## src/rtl/bracket_frame_command_decoder_assert.svh

```systemverilog
// Assertion macros for the bracket frame command decoder.
// Used by the top level; no other dependencies.
`ifndef BRACKET_FRAME_COMMAND_DECODER_ASSERT_SVH
`define BRACKET_FRAME_COMMAND_DECODER_ASSERT_SVH

// cond holds at every clock edge out of reset
`define BFCD_ASSERT_ALWAYS(label, clk, rstn, cond, msg) \
    label: assert property (@(posedge clk) disable iff (!rstn) (cond)) \
        else $error(msg);

// ante at one edge implies cons at the next
`define BFCD_ASSERT_NEXT(label, clk, rstn, ante, cons, msg) \
    label: assert property (@(posedge clk) disable iff (!rstn) (ante) |=> (cons)) \
        else $error(msg);

`endif

```

## src/rtl/bfcd_pkg.sv

```systemverilog
// Shared types, constants and code tables for the bracket frame command decoder.
// No dependencies.
package bfcd_pkg;

    localparam int FRAME_CAPACITY = 64;
    localparam int HEAD_DEPTH     = 8;
    localparam int HEAD_IDX_W     = $clog2(HEAD_DEPTH);
    localparam int CNT_W          = $clog2(FRAME_CAPACITY);
    localparam int NUM_CMDS       = 9;

    localparam int CMD_W  = 4;
    localparam int PORT_W = 2;
    localparam int SW_W   = 2;
    localparam int PLEN_W = 6;

    localparam logic [7:0] CHR_OPEN  = 8'h5B; // '['
    localparam logic [7:0] CHR_CLOSE = 8'h5D; // ']'
    localparam logic [7:0] CHR_SPACE = 8'h20;
    localparam logic [7:0] CHR_P     = 8'h50;
    localparam logic [7:0] CHR_ZERO  = 8'h30;
    localparam logic [7:0] CHR_ONE   = 8'h31;
    localparam logic [7:0] CHR_THREE = 8'h33;

    localparam logic [CMD_W-1:0]  CMD_INVALID = CMD_W'(9);
    localparam logic [PORT_W-1:0] PORT_NONE   = '0;
    localparam logic [SW_W-1:0]   SW_OFF      = SW_W'(0);
    localparam logic [SW_W-1:0]   SW_ON       = SW_W'(1);
    localparam logic [SW_W-1:0]   SW_ABSENT   = SW_W'(2);
    localparam logic [PLEN_W-1:0] PLEN_MAX    = '1;

    // two-letter command codes, index = command value
    localparam logic [NUM_CMDS-1:0][15:0] CMD_CODES = '{
        16'h4943, // 8 IC
        16'h434C, // 7 CL
        16'h4752, // 6 GR
        16'h4343, // 5 CC
        16'h5443, // 4 TC
        16'h5450, // 3 TP
        16'h4756, // 2 GV
        16'h4741, // 1 GA
        16'h4743  // 0 GC
    };

    typedef struct packed {
        logic                               in_frame;
        logic [CNT_W-1:0]                   count;
        logic [HEAD_DEPTH-1:0][7:0]         head;
    } frame_state_t;

    typedef struct packed {
        logic [CMD_W-1:0]  command;
        logic [PORT_W-1:0] port;
        logic [SW_W-1:0]   switch_state;
        logic [PLEN_W-1:0] payload_length;
    } result_t;

endpackage

```

## src/rtl/bfcd_frame_track.sv

```systemverilog
// Frame state: in-frame flag, byte counter and the first eight frame bytes.
// Depends on bfcd_pkg.
module bfcd_frame_track import bfcd_pkg::*; (
    input  logic         aclk,
    input  logic         aresetn,
    input  logic         step,
    input  logic [7:0]   rx_byte,
    output frame_state_t state
);

    logic                       in_frame_reg, in_frame_next;
    logic [CNT_W-1:0]           count_reg, count_next;
    logic [HEAD_DEPTH-1:0][7:0] head_reg;
    logic                       store;

    assign store = step && in_frame_reg && rx_byte != CHR_OPEN && rx_byte != CHR_CLOSE;

    always_comb begin
        in_frame_next = in_frame_reg;
        count_next    = count_reg;
        if (step) begin
            if (rx_byte == CHR_OPEN) begin
                in_frame_next = 1'b1;
                count_next    = '0;
            end else if (in_frame_reg && rx_byte == CHR_CLOSE) begin
                in_frame_next = 1'b0;
                count_next    = '0;
            end else if (in_frame_reg) begin
                count_next = count_reg + 1'b1;
            end
            // overflow: drop the frame silently
            if (count_next >= CNT_W'(FRAME_CAPACITY - 1)) begin
                in_frame_next = 1'b0;
                count_next    = '0;
            end
        end
    end

    always_ff @(posedge aclk) begin
        if (!aresetn) begin
            in_frame_reg <= 1'b0;
            count_reg    <= '0;
        end else begin
            in_frame_reg <= in_frame_next;
            count_reg    <= count_next;
        end
    end

    // head bytes carry no reset
    always_ff @(posedge aclk) begin
        if (store && count_reg < CNT_W'(HEAD_DEPTH)) begin
            head_reg[count_reg[HEAD_IDX_W-1:0]] <= rx_byte;
        end
    end

    assign state.in_frame = in_frame_reg;
    assign state.count    = count_reg;
    assign state.head     = head_reg;

endmodule

```

## src/rtl/bfcd_decode.sv

```systemverilog
// Field decode of a closed frame from the kept head bytes and the count.
// Depends on bfcd_pkg.
module bfcd_decode import bfcd_pkg::*; (
    input  frame_state_t state,
    output result_t      result
);

    localparam int CMP_W = (CNT_W > PLEN_W) ? CNT_W : PLEN_W;

    logic [CNT_W-1:0] diff;
    logic             found;

    always_comb begin
        result.command = CMD_INVALID;
        found          = 1'b0;
        if (state.count >= CNT_W'(3) && state.head[2] == CHR_SPACE) begin
            for (int k = 0; k < NUM_CMDS; k++) begin
                if (!found && {state.head[0], state.head[1]} == CMD_CODES[k]) begin
                    result.command = CMD_W'(k);
                    found          = 1'b1;
                end
            end
        end
    end

    always_comb begin
        result.port = PORT_NONE;
        if (state.count >= CNT_W'(6) && state.head[3] == CHR_P &&
            state.head[5] == CHR_SPACE &&
            state.head[4] >= CHR_ONE && state.head[4] <= CHR_THREE) begin
            // '1'..'3' low bits give 1..3
            result.port = state.head[4][PORT_W-1:0];
        end
    end

    always_comb begin
        result.switch_state = SW_ABSENT;
        if (state.count >= CNT_W'(8) && state.head[7] == CHR_SPACE) begin
            if (state.head[6] == CHR_ONE) begin
                result.switch_state = SW_ON;
            end else if (state.head[6] == CHR_ZERO) begin
                result.switch_state = SW_OFF;
            end
        end
    end

    always_comb begin
        diff                  = state.count - CNT_W'(3);
        result.payload_length = '0;
        if (state.count > CNT_W'(3)) begin
            if (CMP_W'(diff) > CMP_W'(PLEN_MAX)) begin
                result.payload_length = PLEN_MAX;
            end else begin
                result.payload_length = PLEN_W'(diff);
            end
        end
    end

endmodule

```

## src/rtl/bracket_frame_command_decoder.sv

```systemverilog
// Top level of the bracket frame command decoder: input register, frame
// tracking, field decode and result register. Depends on bfcd_pkg,
// bfcd_frame_track, bfcd_decode and bracket_frame_command_decoder_assert.svh.
//
// Usage:
//   s_ channel: one received serial character per item (s_rx_byte).
//   m_ channel: one result item per frame closed by ']', carrying the
//   command code, port, switch state and payload length.
//   '[' opens a frame (also inside one); bytes between are counted and the
//   first eight kept. A frame that reaches FRAME_CAPACITY - 1 bytes is
//   dropped without a result. Bytes outside a frame produce nothing.
// Timing:
//   An item taken sits in the input register and is decoded there; for a
//   closing ']' the result is loaded into the result register as the item
//   leaves, which a result still waiting on m_ready can hold back. One
//   item per cycle is sustained while no ']' is held back; the frame counter
//   update and the decode of the head bytes both fit in the cycle it leaves.
// Reset: aresetn (synchronous, low) leaves the block out of a frame with
//   an empty count and both registers empty.
// Stall: while a result waits on m_ready, bytes that produce no result
//   still flow; a closing ']' waits in the input register until the
//   result register frees, and s_ready drops only then.
module bracket_frame_command_decoder import bfcd_pkg::*; (
    input  logic              aclk,
    input  logic              aresetn,
    input  logic              s_valid,
    output logic              s_ready,
    input  logic [7:0]        s_rx_byte,
    output logic              m_valid,
    input  logic              m_ready,
    output logic [CMD_W-1:0]  m_command,
    output logic [PORT_W-1:0] m_port,
    output logic [SW_W-1:0]   m_switch_state,
    output logic [PLEN_W-1:0] m_payload_length
);

`include "bracket_frame_command_decoder_assert.svh"

    // input register
    logic       in_valid_reg, in_valid_next;
    logic [7:0] in_byte_reg;

    // result register
    logic       m_valid_reg, m_valid_next;
    result_t    m_result_reg;

    frame_state_t fstate;
    result_t      dec_result;
    logic         close_hit;
    logic         advance;
    logic         out_load;

    // a ']' inside a frame is the only byte that yields a result
    assign close_hit = in_valid_reg && fstate.in_frame && in_byte_reg == CHR_CLOSE;
    assign advance   = in_valid_reg && (!close_hit || !m_valid_reg || m_ready);
    assign out_load  = advance && close_hit;
    assign s_ready   = !in_valid_reg || advance;

    always_comb begin
        in_valid_next = in_valid_reg;
        if (s_valid && s_ready) begin
            in_valid_next = 1'b1;
        end else if (advance) begin
            in_valid_next = 1'b0;
        end
    end

    always_comb begin
        m_valid_next = m_valid_reg;
        if (out_load) begin
            m_valid_next = 1'b1;
        end else if (m_ready) begin
            m_valid_next = 1'b0;
        end
    end

    always_ff @(posedge aclk) begin
        if (!aresetn) begin
            in_valid_reg <= 1'b0;
            m_valid_reg  <= 1'b0;
        end else begin
            in_valid_reg <= in_valid_next;
            m_valid_reg  <= m_valid_next;
        end
    end

    always_ff @(posedge aclk) begin
        if (s_valid && s_ready) begin
            in_byte_reg <= s_rx_byte;
        end
        if (out_load) begin
            m_result_reg <= dec_result;
        end
    end

    bfcd_frame_track u_track (
        .aclk    (aclk),
        .aresetn (aresetn),
        .step    (advance),
        .rx_byte (in_byte_reg),
        .state   (fstate)
    );

    // decode reads the state before the closing byte is applied
    bfcd_decode u_decode (
        .state  (fstate),
        .result (dec_result)
    );

    assign m_valid          = m_valid_reg;
    assign m_command        = m_result_reg.command;
    assign m_port           = m_result_reg.port;
    assign m_switch_state   = m_result_reg.switch_state;
    assign m_payload_length = m_result_reg.payload_length;

    `BFCD_ASSERT_ALWAYS(a_idle_count_zero, aclk, aresetn,
        fstate.in_frame || fstate.count == '0, "count nonzero outside a frame")
    `BFCD_ASSERT_ALWAYS(a_count_below_cap, aclk, aresetn,
        fstate.count < CNT_W'(FRAME_CAPACITY - 1), "count reached capacity")
    `BFCD_ASSERT_NEXT(a_open_starts_frame, aclk, aresetn,
        advance && in_byte_reg == CHR_OPEN,
        fstate.in_frame && fstate.count == '0, "open byte did not start a frame")
    `BFCD_ASSERT_NEXT(a_close_gives_result, aclk, aresetn,
        out_load, m_valid && !fstate.in_frame, "close byte gave no result")

endmodule
```

## config.mk

```make
export PLATFORM = sky130hd
export DESIGN_NAME = bracket_frame_command_decoder
export DESIGN_NICKNAME = d
export VERILOG_FILES = /design/src/rtl/bfcd_pkg.sv /design/src/rtl/bfcd_frame_track.sv /design/src/rtl/bfcd_decode.sv /design/src/rtl/bracket_frame_command_decoder.sv
export VERILOG_INCLUDE_DIRS = /design/src /design/src/rtl
export SDC_FILE = /design/constraint.sdc
export NUM_CORES = 1
export LEC_CHECK = 0
export BUFFER_PORTS_ARGS = -buffer_cell sky130_fd_sc_hd__buf_2
export CORE_UTILIZATION = 53
export DETAILED_ROUTE_END_ITERATION = 12
export PLACE_DENSITY = 0.74
export SLEW_MARGIN = 20
export SYNTH_ARGS = -nofsm -noshare
export SYNTH_HDL_FRONTEND = slang
export SYNTH_HIERARCHICAL = 1
export SYNTH_SLANG_ARGS = --single-unit
```

## constraint.sdc

```tcl
create_clock -name aclk -period 2.7 [get_ports aclk]
set_clock_uncertainty 0.05 [all_clocks]
set_input_delay 0.54 -clock aclk [delete_from_list [all_inputs] [get_ports aclk]]
set_output_delay 0.54 -clock aclk [all_outputs]
set_load 0.02 [all_outputs]
```

# After elaboration in Yosys (flattened, before gate mapping)

Cells that the tools add are included.

Input bits: 12
Logic and storage cells: 138
Output and inout port bits: 16
Register bits: 95

$lt $le $gt $ge: 11
Muxes and demuxes: 43
Add/sub/neg operators: 2
Bitwise operators: 1
Reduce and logical (&&, ||, !) cells: 44
Equality and inequality tests: 19

Operators by type and width:

| kind                                                                                | number |
|---|---|
| 16-bit by 15-bit == test with 1-bit output, second input constant                   | 9 |
| 64-bit bitwise mux                                                                  | 1 |
| 8-bit by 6-bit == test with 1-bit output, second input constant                     | 5 |
| 6-bit two-way mux                                                                   | 6 |
| 4-bit two-way mux                                                                   | 8 |
| 1-bit logical AND                                                                   | 25 |
| 8-bit demux with 3-bit select                                                       | 1 |
| 8-bit by 7-bit == test with 1-bit output, second input constant                     | 3 |
| 1-bit two-way mux                                                                   | 24 |
| 8-bit by 7-bit inequality test with 1-bit output, second input constant             | 2 |
| 1-bit logical NOT                                                                   | 11 |
| 8-bit by 6-bit greater-or-equal comparator with 1-bit output, second input constant | 1 |
| 8-bit by 6-bit <= comparator with 1-bit output, second input constant               | 1 |
| 8-bit two-way mux                                                                   | 1 |
| 6-bit by 1-bit adder with 6-bit output, second input constant                       | 1 |
| 6-bit by 2-bit greater-or-equal comparator with 1-bit output, second input constant | 1 |
| 6-bit by 3-bit greater-or-equal comparator with 1-bit output, second input constant | 1 |
| 6-bit by 4-bit greater-or-equal comparator with 1-bit output, second input constant | 1 |
| 6-bit greater-or-equal comparator, second input constant                            | 1 |
| 6-bit by 2-bit > comparator with 1-bit output, second input constant                | 1 |
| 6-bit > comparator, second input constant                                           | 1 |
| 6-bit by 4-bit less-than comparator with 1-bit output, second input constant        | 1 |
| 6-bit by 2-bit subtractor with 6-bit output, second input constant                  | 1 |
| 3-bit by 4-bit less-than comparator with 1-bit output, second input constant        | 1 |
| 8 further kinds                                                                     | 12 |

# Longest topological paths before layout

Word-level depth: 34
Mapped depth: 9

# Modules after synthesis

The synthesis kept the hierarchy.

Modules (own cells, without submodules):

| module                        | cells an instance | instances | area an instance (sq um) | seq. area each (sq um) |
|---|---|---|---|---|
| bfcd_frame_track              | 147               | 1         | 2511.2                   | 2062.0 |
| bracket_frame_command_decoder | 37                | 1         | 817.0                    | 700.7 |
| bfcd_decode                   | 80                | 1         | 583.1                    | 0.0 |

# Least setup slack after synthesis

No wires, ideal clock.

Path type: reg-to-reg
Start: register in_byte_reg[2]
End: register u_track.head_reg, in the netlist u_track/state[10] (enable)
Required time: 2.267 ns
Path slack: -0.206 ns
Cell stages (with the launch flop): 9
Arrival: 2.473 ns
Period minus slack after synthesis: 2.906 ns
Path buffers: 0
Setup time: 0.383 ns
Cell sequence: edfxtp_1 > nand4b_1 > nor4_4 > nor2b_1 > nand2_1 > or4_1 > a21oi_1 > nand2_1 > nor3_1

Cells in the longest elaborated chain, start to end: 10
Elaborated cells between the ends (all ways): 12
Those cells by class: eq/ne: 3; reduce/logical: 9

Ends and longest elaborated chain:

| what                                     | line                                | source |
|---|---|---|
| from (decl)                              | bracket_frame_command_decoder.sv:41 | `logic [7:0] in_byte_reg;` |
| from (signal assigned)                   | bracket_frame_command_decoder.sv:89 | `in_byte_reg <= s_rx_byte;` |
| 8-bit by 7-bit == test with 1-bit output | bracket_frame_command_decoder.sv:54 | `assign close_hit = in_valid_reg && fstate.in_frame && in_byte_reg == CHR_CLOSE;` |
| 1-bit logical AND                        | bracket_frame_command_decoder.sv:54 |  |
| 1-bit logical NOT                        | bracket_frame_command_decoder.sv:55 | `assign advance = in_valid_reg && (!close_hit \|\| !m_valid_reg \|\| m_ready);` |
| 1-bit logical OR (2 in a row)            | bracket_frame_command_decoder.sv:55 |  |
| 1-bit logical AND                        | bracket_frame_command_decoder.sv:55 |  |
| via advance                              | bracket_frame_command_decoder.sv:50 | `logic advance;` |
| 1-bit logical AND (3 in a row)           | bfcd_frame_track.sv:16              | `assign store = step && in_frame_reg && rx_byte != CHR_OPEN && rx_byte != CHR_CLOSE;` |
| 1-bit logical AND                        | bfcd_frame_track.sv:51              | `if (store && count_reg < CNT_W'(HEAD_DEPTH)) begin` |
| to (signal, indexed assignment)          | bfcd_frame_track.sv:52              | `head_reg[count_reg[HEAD_IDX_W-1:0]] <= rx_byte;` |
| to (decl)                                | bfcd_frame_track.sv:13              | `logic [HEAD_DEPTH-1:0][7:0] head_reg;` |

The timed path passes the listed nets, and every way through them passes these cells.
A chain may end at the register's enable or synchronous reset.

# Worst setup path after layout

Start: register in_byte_reg[2]
End: register u_track.head_reg, in the netlist u_track/state[52] (enable)

The elaborated chain is that of the path after synthesis.

==> results_tabular.tex <==
\begin{tabular}{lr}
\hline
Metric & Value \\
\hline
\multicolumn{2}{l}{\textbf{Drt}} \\
Antenna Nets Post-Route & 0 \\
Drc violations & 0 \\
DRC marker count from the first detailed-route iteration & between 100 and 150 \\
Total number of vias & 2360 \\
Average routed wire per standard cell & 16.49 µm \\
Router iterations before antenna repair & 5 \\
Via-to-Cell Ratio & 5.592 \\
Routed Wire Length & 6.959 mm \\
\multicolumn{2}{l}{\textbf{Die}} \\
Ports placed on the boundary & 28 \\
Die X-Extent & 87.91 µm \\
Floorplan die height & 87.91 µm \\
Count of standard-cell rows & 30 \\
Core region area & about 6900 µm² \\
Effective utilization at floorplan & 56.32\% \\
Area of the die & $\sim$7700 µm² \\
\multicolumn{2}{l}{\textbf{GRT}} \\
Global-route wire length before repair & 10.82 mm \\
Vias in the first global route & 2224 \\
Pin count of the biggest net entering global routing & 17 \\
Initial antenna violation count & 0 \\
GRT overflow & 0 \\
Overall track demand over capacity in global routing & 19.92\% \\
\multicolumn{2}{l}{\textbf{STA}} \\
Max-slew headroom & $\sim$58\% \\
Final number of hold-violating endpoints & 0 \\
Final critical delay including setup and external delays & between 2 and 2.5 ns \\
Slew of the pin with the lowest slew margin & 0.6325 ns \\
Final setup violating endpoints & 0 \\
Highest achievable clock rate & 423.4 MHz \\
RSZ-0062 raised after global routing & no \\
Aggregate negative setup slack & 0 ns \\
Portion of the clock cycle consumed by the worst path in the final layout & 87.47\% \\
Final slew viol count & 0 \\
\multicolumn{2}{l}{\textbf{Layout}} \\
Total Nets Final & between 300 and 400 \\
Final cell count without fillers & around 420 \\
Number of diodes added for antenna fixing & 0 \\
Layout Area Growth over Synthesis & 15.45\% \\
Most frequent cells in the layout & sky130\_fd\_sc\_hd\_\_edfxtp\_1, sky130\_fd\_sc\_hd\_\_buf\_2, sky130\_fd\_sc\_hd\_\_buf\_4 \\
Fraction of layout instances using a drive strength above 1 & between 20\% and 30\% \\
Most frequent standard cell in the layout excluding fill and tap cells & sky130\_fd\_sc\_hd\_\_edfxtp\_1 \\
Number of flip-flops in the largest register & 64 \\
\multicolumn{2}{l}{\textbf{Power and ir drop}} \\
Leakage power & 1.494 nW \\
Power density normalized to cell area & 576.3 nW/µm² \\
Power Total & between 0.002 and 0.003 W \\
Maximum VDD drop & 0.0003381 V \\
\multicolumn{2}{l}{\textbf{Worst setup path}} \\
Critical path required time & about 2.7 ns \\
Crit path capture type & flop \\
Setup Crit Path Kind & flop to flop \\
Slack of the worst reg-to-reg path & 0.34 ns \\
Startpoint class of the critical path & flop \\
Crit path max fanout & 8 \\
Worst endpoint data arrival time & about 2.4 ns \\
\multicolumn{2}{l}{\textbf{Clocking}} \\
Number of H-tree branching levels & 3 \\
Clk Latency, worst-skew pair & 0.35 ns \\
TritonCTS Buffers & 9 \\
Number of hold buffers added after cts & 0 \\
Number of clock sinks & 95 \\
CTS-repair resized insts & 0 \\
CTS Buffer Depth & 2 \\
TritonCTS clock tree & done \\
Clock slew at reported path FFs & 0.09 ns \\
Master cell of the clock root buffer & sky130\_fd\_sc\_hd\_\_clkbuf\_8 \\
Postcts setup bufs & 0 \\
\multicolumn{2}{l}{\textbf{Place}} \\
Routability cong. & 0.8106 \\
Detailed-placement wirelength estimate & 4.706 mm \\
Number of buffers added on ports & 27 \\
Inst Count DP & between 400 and 500 \\
\multicolumn{2}{l}{\textbf{Yosys}} \\
Post-synthesis net count & 279 \\
Combined area of all synthesized cells & 3911 µm² \\
EDFF count, synth & 86 \\
Commonest register cell after synthesis & sky130\_fd\_sc\_hd\_\_edfxtp\_1 \\
Post-synth cell types & 57 \\
Syn\_area\_per\_cell & 14.82 µm² \\
Synthesized flop and latch total & 95 \\
Synthesis Warnings & 6 \\
Gate count of the mapped netlist & 264 \\
Share of synthesized area occupied by flip-flops and latches & 70.63\% \\
Fraction of synthesis flops using an asynchronous set or reset pin & 0\% \\
\multicolumn{2}{l}{\textbf{Run status}} \\
Result of the run & finished, final reports clean \\
\multicolumn{2}{l}{\textbf{Hold path}} \\
Worst hold path type & input port to flop \\
\multicolumn{2}{l}{\textbf{Job}} \\
Reported max-cap violation count & 0 \\
\hline
\end{tabular}
[cell type report]
| class | count | area (µm²) |
|---|---|---|
| fillers | 525 | 2429 |
| well taps | 96 | 120.1 |
| flip-flops and latches | 95 | 2763 |
| inverters | 8 | 30.03 |
| clock buffers | 10 | 127.6 |
| repair buffers | 50 | 307.8 |
| clock inverters | 6 | 67.56 |
| multi-input cells | 157 | 1100 |
[cell families (layout without fill, tap and decap cells)]
group | Yosys count | count (layout) | synth area share, %
DFF | 95 | 95 | 70.63
AOI/OAI and AO/OA | 37 | 37 | 6.910
buffers and inverters | 12 | 74 | 1.663
adders and majority gates | 3 | 3 | 0.9598
and+or+nand+nor | 111 | 111 | 18.46
xor gates and xnor gates | 5 | 5 | 1.120
muxes | 1 | 1 | 0.2559
[metrics by stage]
stage          setup WS (ns)  utilization (%)  cell area, µm²  hold slack, ns
2_1_floorplan       0.005651                -            3921          0.4664
6_report              0.3383            65.03            4516          0.3026
3_5_place_dp          0.1989            62.22            4320          0.4904
5_1_grt               0.1163            65.03            4516          0.2877
3_3_place_gp          0.2525            62.22            4320          0.4807
4_1_cts               0.3519            65.03            4516          0.2864
[path summary, 6_finish.rpt]
path | to | startpoint | depth (start not counted)
setup / recovery | u_track/state[52] | in_byte_reg[2] | 9
hold reg to reg | m_switch_state[1] | u_track/state[54] | 2
setup reg to reg | u_track/state[52] | in_byte_reg[2] | 9
hold / removal | in_byte_reg[5] | s_rx_byte[5] | 1
[worst max-delay path, stage by stage, from the launching register on]
cell and delay (ns):
sky130_fd_sc_hd__edfxtp_1 0.40, sky130_fd_sc_hd__nand4b_1 0.26, sky130_fd_sc_hd__nor4_4 0.07, sky130_fd_sc_hd__nor2b_1 0.15, sky130_fd_sc_hd__nand2_1 0.08, sky130_fd_sc_hd__or4_1 0.39
sky130_fd_sc_hd__a21oi_1 0.18, sky130_fd_sc_hd__nand2b_1 0.16, sky130_fd_sc_hd__nor2_1 0.17, sky130_fd_sc_hd__buf_4 0.18
[synthesized netlist by cell type (2+ instances only)]
| master | n | share of area (%) |
|---|---|---|
| sky130_fd_sc_hd__a21o_1 | 2 | 0.38 |
| sky130_fd_sc_hd__dfxtp_1 | 9 | 4.6 |
| sky130_fd_sc_hd__nor2b_1 | 8 | 1.3 |
| sky130_fd_sc_hd__a22oi_1 | 3 | 0.58 |
| sky130_fd_sc_hd__nor4b_1 | 7 | 1.6 |
| sky130_fd_sc_hd__a31oi_1 | 2 | 0.32 |
| sky130_fd_sc_hd__nor4b_2 | 2 | 0.77 |
| sky130_fd_sc_hd__buf_6 | 2 | 0.58 |
| sky130_fd_sc_hd__nor4_1 | 5 | 0.80 |
| sky130_fd_sc_hd__nand3_1 | 8 | 1.0 |
| sky130_fd_sc_hd__nor3_1 | 11 | 1.4 |
| sky130_fd_sc_hd__nand4b_1 | 2 | 0.45 |
| sky130_fd_sc_hd__xor2_1 | 3 | 0.67 |
| sky130_fd_sc_hd__nor4bb_1 | 3 | 0.77 |
| sky130_fd_sc_hd__nand2b_1 | 5 | 0.80 |
| sky130_fd_sc_hd__a211oi_1 | 2 | 0.38 |
| sky130_fd_sc_hd__ha_1 | 3 | 0.96 |
| sky130_fd_sc_hd__nor3b_1 | 4 | 0.77 |
| sky130_fd_sc_hd__and4bb_1 | 2 | 0.64 |
| sky130_fd_sc_hd__inv_1 | 7 | 0.67 |
| sky130_fd_sc_hd__xnor2_1 | 2 | 0.45 |
| sky130_fd_sc_hd__nand2_1 | 14 | 1.3 |
| sky130_fd_sc_hd__nor2_1 | 16 | 1.5 |
| sky130_fd_sc_hd__nand4_1 | 8 | 1.3 |
| sky130_fd_sc_hd__a21oi_1 | 5 | 0.64 |
| sky130_fd_sc_hd__o21ai_0 | 8 | 1.0 |
| sky130_fd_sc_hd__o21a_1 | 2 | 0.38 |
| sky130_fd_sc_hd__or4_1 | 4 | 0.77 |
| sky130_fd_sc_hd__edfxtp_1 | 86 | 66 |
| sky130_fd_sc_hd__and2_1 | 2 | 0.32 |
[routing by layer]
metal	global-route usage, %	vias to the layer above	wire length, µm
met4	12.07	0	161
met5	0	-	0
met3	3.205	16	217
li1	-	1155	-
met2	32.14	63	3429
met1	25.56	1126	3151
[power by group]
group | switching (W) | internal [W] | total, W | leakage, nW
logic | 0.0000494 | 0.0000275 | 0.0000769 | 0.538
registers | 0.00000664 | 0.00162 | 0.00162 | 0.861
clock network | 0.000470 | 0.000433 | 0.000904 | 0.0949
Power figures use the tool's default switching activity.
